==> src/hdl/mlfq_pkg.sv <==
package mlfq_pkg;

  localparam int NumLevels  = 10;
  localparam int NumClasses = 4;
  localparam int QueueDepth = 16;
  localparam int NumQueues  = NumLevels * NumClasses;

  localparam int LvlW   = 4;
  localparam int ClsW   = 2;
  localparam int QW     = $clog2(NumQueues);
  localparam int PtrW   = $clog2(QueueDepth);
  localparam int CntW   = $clog2(QueueDepth + 1);
  localparam int AddrW  = QW + PtrW;
  localparam int EntryW = 40;
  localparam int SliceW = 10;

  localparam logic OP_ADD    = 1'b0;
  localparam logic OP_SELECT = 1'b1;

  // classified command passed from front end to back end
  typedef struct packed {
    logic              op;
    logic              ready;
    logic [7:0]        id;
    logic [LvlW-1:0]   lvl;
    logic [QW-1:0]     q;
    logic [15:0]       svc;
    logic [15:0]       burst;
  } cmd_t;

  localparam int CmdW = $bits(cmd_t);

  typedef struct packed {
    logic        found;
    logic        queue_full;
    logic [7:0]  chosen_id;
    logic [3:0]  chosen_level;
    logic [9:0]  slice_ticks;
    logic [15:0] runtime;
    logic [15:0] new_service_time;
    logic [3:0]  stored_level;
  } res_t;

endpackage

==> src/hdl/mlfq_front.sv <==
module mlfq_front import mlfq_pkg::*; (
  input  logic        clk,
  input  logic        rst,
  input  logic        in_valid,
  output logic        in_ready,
  input  logic [47:0] in_data,
  output logic        cmd_valid,
  input  logic        cmd_ready,
  output cmd_t        cmd
);

  // two-entry queue of classified commands
  cmd_t       fifo [2];
  logic       wr_ptr, rd_ptr;
  logic [1:0] count;
  cmd_t       c_new;
  logic [3:0] lvl_in;
  logic [1:0] cls_in;
  logic [15:0] svc_in;
  logic       demote;

  always_comb begin
    lvl_in = in_data[14:11];
    cls_in = in_data[10:9];
    svc_in = in_data[30:15];
    if (lvl_in > LvlW'(NumLevels - 1)) lvl_in = LvlW'(NumLevels - 1);
    if (32'(cls_in) > NumClasses - 1) cls_in = ClsW'(NumClasses - 1);
    demote = (32'(svc_in) >= (32'd1 << lvl_in));
    c_new.op    = in_data[0];
    c_new.id    = in_data[8:1];
    c_new.burst = in_data[46:31];
    c_new.ready = in_data[47];
    c_new.svc   = demote ? 16'd0 : svc_in;
    c_new.lvl   = (demote && lvl_in < LvlW'(NumLevels - 1)) ? lvl_in + 4'd1 : lvl_in;
    c_new.q     = QW'(32'(c_new.lvl) * NumClasses + 32'(cls_in));
  end

  assign in_ready  = (count != 2'd2);
  assign cmd_valid = (count != 2'd0);
  assign cmd       = fifo[rd_ptr];

  always_ff @(posedge clk) begin
    if (rst) begin
      wr_ptr <= 1'b0;
      rd_ptr <= 1'b0;
      count  <= 2'd0;
    end else begin
      if (in_valid && in_ready) begin
        fifo[wr_ptr] <= c_new;
        wr_ptr <= ~wr_ptr;
      end
      if (cmd_valid && cmd_ready) rd_ptr <= ~rd_ptr;
      count <= count + 2'(in_valid && in_ready) - 2'(cmd_valid && cmd_ready);
    end
  end

  a_cnt: assert property (@(posedge clk) disable iff (rst) count <= 2'd2)
    else $error("queue count overflow");
  a_stall: assert property (@(posedge clk) disable iff (rst)
    count == 2'd2 |-> !in_ready) else $error("accepted while full");
  a_empty: assert property (@(posedge clk) disable iff (rst)
    count == 2'd0 |-> !cmd_valid) else $error("issued from empty queue");

endmodule

==> config.mk <==
export PLATFORM = sky130hd
export DESIGN_NAME = mlfq_front
export DESIGN_NICKNAME = d
export VERILOG_FILES = /design/src/hdl/mlfq_pkg.sv /design/src/hdl/mlfq_front.sv
export SDC_FILE = /design/constraint.sdc
export NUM_CORES = 1
export LEC_CHECK = 0
export ABC_AREA = 1
export BUFFER_PORTS_ARGS = -buffer_cell sky130_fd_sc_hd__buf_4
export CELL_PAD_IN_SITES_DETAIL_PLACEMENT = 1
export CELL_PAD_IN_SITES_GLOBAL_PLACEMENT = 2
export CORE_MARGIN = 5
export CORE_UTILIZATION = 40
export CTS_BUF_LIST = sky130_fd_sc_hd__clkbuf_4
export DETAILED_ROUTE_END_ITERATION = 12
export GPL_TIMING_DRIVEN = 0
export PLACE_DENSITY_LB_ADDON = 0.1
export SLEW_MARGIN = 20
export SYNTH_ARGS = -nofsm -noshare
export SYNTH_HDL_FRONTEND = slang
export SYNTH_SLANG_ARGS = --single-unit
==> constraint.sdc <==
create_clock -name clk -period 10.6 [get_ports clk]
set_input_delay 3.18 -clock clk [delete_from_list [all_inputs] [get_ports clk]]
set_output_delay 3.18 -clock clk [all_outputs]
set_load 0.005 [all_outputs]
==> impl_summary.txt, run 1 <==
----------------------------------------------------
[Outcome]
  Run status ... finished clean

[STA]
  Max Clk Rate ... 0.1942 GHz
  Portion of the clock cycle consumed by the worst path in the final layout ... 48.57%
  PnR worst setup slack ... 5.452 ns
  Max Slew Vio Count ... 0
  Post-layout minimum cycle time ... 5.148 ns
  Post-route clock skew ... 0.02026 ns
  Pin slew with the least headroom to its limit ... 0.7279 ns
  RSZ-0062 raised after global routing ... no
  Max-slew headroom ... 51.21%
  Final Setup Violations ... 0
  Count of endpoints failing hold in the final timing report ... 0
  Setup_tns ... 0 ns

[Pwr]
  Net Sw Power ... 0.2577 mW
  Post-layout total power ... 0.9545 mW
  Leak Pwr ... 2.355 nW
  Pwr/cell area ... 168.1 mW/mm^2
  Flop pwr share ... 51.2%
  Clock power share ... 18.1%
  Switching part of the total power ... 27.00%
  Comb pwr share ... 30.7%
  IR drop worst, VDD ... 0.06751 mV
  Internal power ... 0.6968 mW

[Critical path]
  CP arrival ... 1.97 ns
  Critical Path Fanout Max ... 10
  Worst Path Required ... 7.42 ns
  Critical Path End Type ... output pin
  Bufs and invs on worst path ... 4
  CP Cell Sequence ... buf_2 -> buf_4 -> mux2_2 -> buf_4 -> buf_4
  Crit-path leading delay family ... buffers and inverters
  CP max stage cell ... mux2_2
  Delay contributed by the slowest stage of the critical path ... 0.38 ns
  Worst setup path class ... register to output pin
  Most repeated library cell on the critical path ... buf_4
  CP startpoint kind ... register

[CTS]
  Number of buffers added to fix hold violations after cts ... 0
  Clock Sinks ... 101
  Clk_lat worst skew ... 0.44 ns
  Clock tree from TritonCTS ... yes
  Clock H-tree levels ... 3
  Number of buffers created by CTS ... 9
  Post-cts gate resize count ... 0
  Number of buffers on the longest clock path ... 2
  Clock Pin Slew Worst Setup and Hold Paths ... 0.15 ns
  Cell at the root of the clock tree ... clkbuf_4
  Count of buffers added by post-CTS timing repair for setup ... 0

[GRT]
  Initial antenna violation count ... 1
  Global-route usage over all layers ... 14.52%
  Maximum number of pins on one net before global-route repair ... 22
  First-pass GRT wire length ... 14.79 mm
  Remaining Overflow, GRT ... 0
  Via count of the first global-routing pass ... 3,016

[Floorplan]
  Number of placement rows ... 38
  Core Box Area ... 0.01094 sq mm
  Chip Height ... 115.9 um
  Number of I/O pins ... 106
  Area of the die ... 0.01342 sq mm
  Die Span X ... 115.9 um
  Starting Density ... 41.00%

[Drt]
  Starting DRC count in detailed routing ... 129
  Detailed-route wire length ... 9.436 mm
  Post-detailed-route DRC marker count ... 0
  Number of antenna-violating nets in the routed design ... 0
  Routed via count divided by cell count ... 4.655
  Vias post-DR ... 2,756
  First-pass detailed-route iteration total ... 4
  Per-cell routed wire length ... 15.94 um

[Synthesis]
  Number of warnings printed during yosys synthesis ... 0
  Post-synthesis cell type count ... 29
  Post-synthesis cell count ... 321
  Top area cells in the synthesized netlist ... edfxtp_1 (64%), mux2_2 (12%), ha_1 (5.6%)
  Fraction of synthesized cell area taken by the top area cell type ... 64.30%
  FF+latch count, synth ... 101
  Syn avg cell area ... 13.97 sq um
  Biggest area consumer among synthesized cells ... edfxtp_1
  Seq/Total Area, Yosys ... 66.54%
  Netlist area before placement ... 0.004483 sq mm

[Place]
  Count of buffers inserted at the top-level ports ... 104
  HPWL Detailed ... 7.310 mm
  GP Congestion ... 0.7354
  Setup Slack @ Placement ... 5.077 ns

[Final layout]
  Fraction of layout instances using a drive strength above 1 ... 43.68%
  Share of the core filled with cells ... 51.91%
  Layout area overhead ... 26.63%
  Total Nets Final ... 518

[Job]
  Number of violations of the max-capacitance limit ... 0

[Min path]
  Worst hold path class ... register to register

----------------------------------------------------
[cell usage in the layout, fill, tap and decap left out, types with 5 or more instances in the layout]
| cell | instances |
|---|---|
| a21oi_1 | 9 |
| buf_4 | 114 |
| clkbuf_4 | 12 |
| dfxtp_1 | 5 |
| edfxtp_1 | 96 |
| ha_1 | 20 |
| inv_1 | 38 |
| mux2_2 | 48 |
| nand2_1 | 44 |
| nand3_1 | 6 |
| nor2_1 | 21 |
[final cells by class]
type | instances | area [sq um]
clock buffers | 12 | 90.09
repair buffers | 111 | 877.1
well taps | 140 | 175.2
multi-input cells | 172 | 1286
diodes | 1 | 2.502
flip-flops and latches | 101 | 2983
clock inverters | 4 | 25.02
plain buffers | 12 | 91.34
fillers | 1148 | 5259
inverters | 39 | 146.4
[state kept, by name (all words and copies together) (netlist names), named ones only]
name,count
count,2
rd_ptr,1
fifo,96
wr_ptr,1
[per-layer routing]
metal,part of all wire [%],track usage (%),vias up
met5,0,0,-
li1,-,-,1367
met2,52,26.39,60
met4,1.9,6.497,0
met3,4.5,2.089,12
met1,41,16.94,1317
[cells by family (layout without fill, tap and decap cells)]
group           Yosys count  in the layout  synth area share, %
compound gates           14             14                2.009
xor+xnor                  1              1               0.1954
fa+ha+maj                20             20                5.582
buf+inv                  51            178                5.303
flops                   101            101                66.54
mux                      48             48                12.06
other cells               1              5              0.08365
simple gates             85             85                8.234
[worst paths after layout]
path,from,end,slack [ns],depth (start not counted)
setup / recovery,register,cmd[41],5.45,5
setup reg to reg,count[0],fifo[1][39],8.45,7
hold reg to reg,wr_ptr,wr_ptr,0.48,2
hold / removal,wr_ptr,wr_ptr,0.48,2
[cell usage after synthesis]
cell and count:
a21oi_1 9, a21oi_2 1, buf_2 4, buf_4 6, buf_6 1, buf_8 1, conb_1 1, dfxtp_1 5
edfxtp_1 96, ha_1 20, inv_1 38, inv_2 1, mux2_2 48, nand2_1 44, nand2_2 2, nand2_4 1
nand3_1 6, nand3b_1 1, nand4_1 3, nor2_1 22, nor2_2 1, nor3_1 1, nor3_2 1, nor3b_1 1
nor4_1 1, o21ai_1 3, o31ai_4 1, or2_2 1, xnor2_1 1
[through the flow]
step,hold WS (ns),cell area (sq um),std cells
2_1_floorplan,0.4337,4494,324
3_3_place_gp,0.4474,5450,568
3_5_place_dp,0.4606,5559,575
4_1_cts,0.4815,5674,591
5_1_grt,0.5163,5677,592
6_report,0.4825,5677,592
[tightest hold or removal path, cell delays in order, from the launching register on]
cell and delay (ns):
dfxtp_1 0.34, nand2_1 0.06, a21oi_1 0.05
[power by group through the flow]
stage | clock network [mW] | registers (mW) | logic (mW)
after detailed placement | 0 | 0.498 | 0.300
after CTS | 0.182 | 0.489 | 0.301
final | 0.173 | 0.488 | 0.293
after global placement | 0 | 0.501 | 0.283
after floorplan | 0 | 0.498 | 0.153
after global routing | 0.200 | 0.492 | 0.322
Power figures use the tool's default switching activity.
==> inputs of run 2 (changes only) <==
--- a/config.mk
+++ b/config.mk
@@ -10,7 +10,7 @@
 export CELL_PAD_IN_SITES_DETAIL_PLACEMENT = 1
 export CELL_PAD_IN_SITES_GLOBAL_PLACEMENT = 2
 export CORE_MARGIN = 5
-export CORE_UTILIZATION = 40
+export CORE_UTILIZATION = 34
 export CTS_BUF_LIST = sky130_fd_sc_hd__clkbuf_4
 export DETAILED_ROUTE_END_ITERATION = 12
 export GPL_TIMING_DRIVEN = 0
==> constraint.sdc (replaced) <==
create_clock -name clk -period 4.63 [get_ports clk]
set_input_delay 1.389 -clock clk [delete_from_list [all_inputs] [get_ports clk]]
set_output_delay 1.389 -clock clk [all_outputs]
set_load 0.005 [all_outputs]
==> impl_summary.txt, run 2 (synthesis results as in run 1) <==
----------------------------------------------------
[Outcome]
  Run status ... finished clean

[CTS]
  Number of buffers on the longest clock path ... 2
  Number of buffers created by CTS ... 9
  Count of buffers added by post-CTS timing repair for setup ... 0
  Clock tree from TritonCTS ... yes
  Clock Sinks ... 101
  Clk_lat worst skew ... 0.45 ns
  Number of buffers added to fix hold violations after cts ... 0
  Post-cts gate resize count ... 0
  Clock Pin Slew Worst Setup and Hold Paths ... 0.14 ns
  Clock H-tree levels ... 3
  Cell at the root of the clock tree ... clkbuf_4

[Floorplan]
  Number of I/O pins ... 106
  Number of placement rows ... 42
  Die Span X ... 124.8 um
  Starting Density ... 34.26%
  Chip Height ... 124.8 um
  Area of the die ... 0.01558 sq mm
  Core Box Area ... 0.01309 sq mm

[Critical path]
  Critical Path Fanout Max ... 10
  Worst Path Required ... 3.24 ns
  CP arrival ... 1.94 ns
  Worst setup path class ... register to output pin
  R2R setup slack ... 2.84 ns
  CP startpoint kind ... register
  Critical Path End Type ... output pin

[Drt]
  Per-cell routed wire length ... 15.07 um
  Detailed-route wire length ... 9.421 mm
  Post-detailed-route DRC marker count ... 0
  First-pass detailed-route iteration total ... 4
  Vias post-DR ... 2,782
  Routed via count divided by cell count ... 4.451
  Number of antenna-violating nets in the routed design ... 0
  Starting DRC count in detailed routing ... 132

[Min path]
  Worst hold path class ... register to register

[Final layout]
  N_diodes ... 0
  Top flop regs ... fifo x96, count x2
  Layout area overhead ... 28.94%
  Most frequent cells in the layout ... buf_4 (110), edfxtp_1 (96), mux2_2 (48)
  Total Nets Final ... 516
  Fill cell count ... 1,374
  Fraction of layout instances using a drive strength above 1 ... 43.43%
  FF+latch area ... 0.002983 sq mm
  Most common cell after layout, fill and taps aside ... buf_4
  Area occupied by multi-input gates ... 0.001292 sq mm
  Final cell count without fillers ... 625
  Number of flip-flops in the largest register ... 96
  Top register by number of flip-flops ... fifo

[STA]
  RSZ-0062 raised after global routing ... no
  Pin slew with the least headroom to its limit ... 0.5468 ns
  Max Slew Vio Count ... 0
  Max Clk Rate ... 0.3002 GHz
  Max-slew headroom ... 63.43%
  PnR worst setup slack ... 1.299 ns
  Portion of the clock cycle consumed by the worst path in the final layout ... 71.94%
  Worst hold slack ... 0.4789 ns
  Count of endpoints failing hold in the final timing report ... 0
  Post-route clock skew ... 0.01228 ns
  Final Setup Violations ... 0
  Post-layout minimum cycle time ... 3.331 ns

[Pwr]
  IR drop worst, VDD ... 0.1231 mV
  Pwr/cell area ... 404.8 mW/mm^2
  Leak Pwr ... 2.371 nW

[Place]
  Number of cells in the design after placement ... 609
  HPWL Detailed ... 7.208 mm
  Setup Slack @ Placement ... 0.9057 ns
  Count of buffers inserted at the top-level ports ... 104
  GP Congestion ... 0.7195

[GRT]
  Via count of the first global-routing pass ... 2,957
  Initial antenna violation count ... 0
  Remaining Overflow, GRT ... 0
  First-pass GRT wire length ... 14.76 mm
  Maximum number of pins on one net before global-route repair ... 23
  Global-route usage over all layers ... 12.11%

[Job]
  Number of violations of the max-capacitance limit ... 0

----------------------------------------------------
## run 2: changes by cell type in the layout (fill, tap and decap cells not counted), moves of 2 or more
cell	change
bufinv_16	+3
clkbuf_4	-3
buf_16	-2
buf_12	+2
buf_8	+3
buf_4	-4
## run 2: area by class of cell
class | count | share of cell area (%)
sequential | 101 | 51.60
buffer | 12 | 1.580
clock inverter | 7 | 1.970
tap | 176 | 3.810
clock buffer | 9 | 1.169
inverter | 39 | 2.532
timing repair buffer | 109 | 14.98
multi-input combinational | 172 | 22.36
## run 2: worst paths after layout
kind | from | endpoint | cells past startpoint
max | register | cmd[40] | 5
max reg2reg | count[0] | fifo[1][51] | 6
min | wr_ptr | wr_ptr | 2
min reg2reg | wr_ptr | wr_ptr | 2
## run 2: report_power, final
group          leakage [nW]  internal, mW  switching [mW]
clock network        0.0896         0.271           0.282
logic                  1.35         0.367           0.302
registers             0.928          1.10          0.0200
total                  2.37          1.74           0.604
## run 2: per-stage QoR
step / setup TNS, ns / utilization [%] / instance area, sq um / total power, mW
after floorplan: 0 / - / 4499 / 1.490
after global placement: -64.08 / 42.03 / 5500 / 1.799
after detailed placement: 0 / 42.79 / 5599 / 1.832
after CTS: 0 / 44.18 / 5781 / 2.391
after global routing: 0 / 44.18 / 5781 / 2.479
final: 0 / 44.18 / 5781 / 2.340
## run 2: critical path, stage by stage, from the launching register on
cell     delay, ns
dfxtp_1       0.36
buf_2         0.25
buf_4         0.25
mux2_2        0.38
buf_4         0.13
buf_4         0.12
## run 2: routing by layer
layer  vias to the layer above  part of all wire, %  global-route usage, %
li1                       1360                    -                      -
met1                      1343                   44                  14.63
met2                        69                   51                  21.06
met3                        10                  3.5                  2.230
met4                         0                  1.9                  5.357
met5                         -                    0                      0
==> inputs of run 3 (changes only) <==
--- a/config.mk
+++ b/config.mk
@@ -5,12 +5,12 @@
 export SDC_FILE = /design/constraint.sdc
 export NUM_CORES = 1
 export LEC_CHECK = 0
-export ABC_AREA = 1
+export ABC_AREA = 0
 export BUFFER_PORTS_ARGS = -buffer_cell sky130_fd_sc_hd__buf_4
 export CELL_PAD_IN_SITES_DETAIL_PLACEMENT = 1
 export CELL_PAD_IN_SITES_GLOBAL_PLACEMENT = 2
 export CORE_MARGIN = 5
-export CORE_UTILIZATION = 34
+export CORE_UTILIZATION = 39
 export CTS_BUF_LIST = sky130_fd_sc_hd__clkbuf_4
 export DETAILED_ROUTE_END_ITERATION = 12
 export GPL_TIMING_DRIVEN = 0
==> constraint.sdc (replaced) <==
create_clock -name clk -period 3.3 [get_ports clk]
set_input_delay 0.99 -clock clk [delete_from_list [all_inputs] [get_ports clk]]
set_output_delay 0.99 -clock clk [all_outputs]
set_load 0.005 [all_outputs]
==> impl_summary.txt, run 3 <==
----------------------------------------------------
[STA]
  RSZ-0062 raised after global routing ... no
  Pin slew with the least headroom to its limit ... 0.7256 ns
  Count of endpoints failing hold in the final timing report ... 0
  Max-slew headroom ... 51.58%
  PnR worst setup slack ... 0.1214 ns
  Portion of the clock cycle consumed by the worst path in the final layout ... 96.32%
  Max Clk Rate ... 0.3146 GHz
  Post-layout minimum cycle time ... 3.179 ns
  Max Slew Vio Count ... 0
  Post-route clock skew ... 0.01991 ns
  Final Setup Violations ... 0

[Drt]
  Number of antenna-violating nets in the routed design ... 0
  Routed via count divided by cell count ... 4.815
  Per-cell routed wire length ... 16.92 um
  First-pass detailed-route iteration total ... 4
  Starting DRC count in detailed routing ... 148
  Post-detailed-route DRC marker count ... 0
  Vias post-DR ... 2,605
  Detailed-route wire length ... 9.153 mm

[Synthesis]
  Top area cells in the synthesized netlist ... edfxtp_1 (65%), mux2_2 (12%), ha_1 (5.7%)
  Most common cell in the netlist ... edfxtp_1
  Most frequent cells after synthesis ... edfxtp_1 (96), mux2_2 (49), ha_1 (20)
  Post-synthesis cell type count ... 37
  FFs w/ async S/R, synth ... 0%
  FF+latch count, synth ... 101
  Post-synthesis cell count ... 271
  Number of warnings printed during yosys synthesis ... 0
  Seq/Total Area, Yosys ... 67.50%
  Leading register cell type out of synthesis ... edfxtp_1
  Syn avg cell area ... 16.31 sq um
  Number of synthesized flops with an enable pin ... 96
  Biggest area consumer among synthesized cells ... edfxtp_1
  Netlist area before placement ... 0.004419 sq mm
  Fraction of synthesized cell area taken by the top area cell type ... 65.23%

[Place]
  GP Congestion ... 0.7994
  Setup Slack @ Placement ... -0.3789 ns
  Count of buffers inserted at the top-level ports ... 104
  HPWL Detailed ... 7.037 mm

[Critical path]
  CP Cell Sequence ... buf_4 -> clkbuf_1 -> nor2_1 -> ha_1 -> nand2b_1 -> ha_1 -> nand2_1 -> or3_4 -> o221ai_4 -> o2bb2ai_1 -> mux2_2
  CP max stage cell ... mux2_2
  Worst setup path class ... input pin to register
  Delay contributed by the slowest stage of the critical path ... 0.36 ns
  Crit-path leading delay family ... simple AND/OR/NAND/NOR gates
  Critical Path End Type ... register
  R2R depth ... 5
  Bufs and invs on worst path ... 2
  Worst Path Required ... 3.50 ns
  Critical Path Fanout Max ... 10
  CP arrival ... 3.37 ns
  Instance count on the critical path ... 11
  CP startpoint kind ... input pin
  Most repeated library cell on the critical path ... ha_1

[CTS]
  Cell at the root of the clock tree ... clkbuf_4
  Clock H-tree levels ... 3
  Number of buffers created by CTS ... 9
  Clock Sinks ... 101
  Number of buffers added to fix hold violations after cts ... 0
  Clock tree from TritonCTS ... yes
  Clk_lat worst skew ... 0.42 ns
  Clock Pin Slew Worst Setup and Hold Paths ... 0.16 ns
  Number of buffers on the longest clock path ... 2

[GRT]
  Initial antenna violation count ... 1
  First-pass GRT wire length ... 13.99 mm
  Maximum number of pins on one net before global-route repair ... 18
  Via count of the first global-routing pass ... 2,804
  Global-route usage over all layers ... 13.54%
  Remaining Overflow, GRT ... 0

[Final layout]
  Fraction of layout instances using a drive strength above 1 ... 51.50%
  Most common cell after layout, fill and taps aside ... buf_4
  Share of the core filled with cells ... 51.46%
  Top register by number of flip-flops ... fifo
  Number of flip-flops in the largest register ... 96
  Most frequent cells in the layout ... buf_4 (108), edfxtp_1 (96), mux2_2 (49)
  Total Nets Final ... 467
  Layout area overhead ... 27.89%
  Top flop regs ... fifo x96, count x2

[Floorplan]
  Starting Density ... 40.24%
  Number of I/O pins ... 106
  Chip Height ... 116.5 um
  Area of the die ... 0.01356 sq mm
  Core Box Area ... 0.01098 sq mm
  Die Span X ... 116.5 um
  Number of placement rows ... 38

[Outcome]
  Run status ... finished clean

[Min path]
  Worst hold path class ... register to register
  WHS Path Cells ... 2

[Pwr]
  IR drop worst, VDD ... 0.2553 mV
  Leak Pwr ... 2.170 nW
  Pwr/cell area ... 557.5 mW/mm^2

[Job]
  Number of violations of the max-capacitance limit ... 0

----------------------------------------------------
[run 3: logic make-up (layout without fill, tap and decap cells)]
kind of cell,count (synthesis),in the layout,share of synthesized area [%]
flip-flops,101,101,67.50
AND/OR/NAND/NOR,63,63,8.126
multiplexers,51,51,12.94
adder cells (fa/ha/maj),20,20,5.663
buffers and inverters,16,142,1.925
AO/OA/AOI/OAI,15,15,2.973
XOR/XNOR,4,4,0.7929
other,1,5,0.08486
[run 3: area by class of cell]
cell class	count	area (sq um)
Multi-Input combinational cell	157	1396
Inverter	4	15.01
Buffer	12	72.57
Clock inverter	7	72.57
Tap cell	140	175.2
Sequential cell	101	2983
Antenna cell	1	2.502
Timing Repair Buffer	110	867.1
Clock buffer	9	67.56
Fill cell	1094	5331
[run 3: final timing paths]
| check | startpoint | endpoint | slack, ns |
|---|---|---|---|
| worst max-delay path | in_data[14] | fifo[1][39] | 0.12 |
| worst min-delay path | rd_ptr | rd_ptr | 0.54 |
| worst max register to register | count[0] | fifo[1][28] | 1.19 |
| worst min register to register | rd_ptr | rd_ptr | 0.54 |
[run 3: report_power, final]
group | internal [mW] | switching (mW) | total, mW
Sequential | 1.54 | 0.0350 | 1.57
Clock | 0.236 | 0.410 | 0.646
Combinational | 0.532 | 0.399 | 0.932
[run 3: routing by layer]
layer	GRT usage [%]	vias up	routed length, um
li1	-	1259	-
met4	3.944	0	112
met5	0	-	0
met2	24.49	60	4785
met3	2.902	7	458
met1	16.20	1279	3796
[run 3: stage by stage]
step | hold WS, ns | power [mW] | std cells | cell area [sq um] | setup TNS (ns)
6_report | 0.5440 | 3.151 | 541 | 5652 | 0
5_1_grt | 0.5998 | 3.327 | 541 | 5652 | 0
4_1_cts | 0.5494 | 3.204 | 540 | 5638 | 0
3_5_place_dp | 0.5047 | 2.559 | 524 | 5497 | -11.71
3_3_place_gp | 0.4966 | 2.516 | 518 | 5410 | -44.26
2_1_floorplan | 0.4812 | 2.086 | 274 | 4454 | 0
[run 3: what timing repair did]
action                     CTS  global route
resized for setup            1             1
setup endpoints to repair    4             1
setup buffers                0             0
[run 3: worst reg2reg max path, delay by kind of cell, from the launching register on]
kind	cells	cell delay, ns
buffers and inverters	2	0.45
AND/OR/NAND/NOR	3	0.99
flip-flops	1	0.38
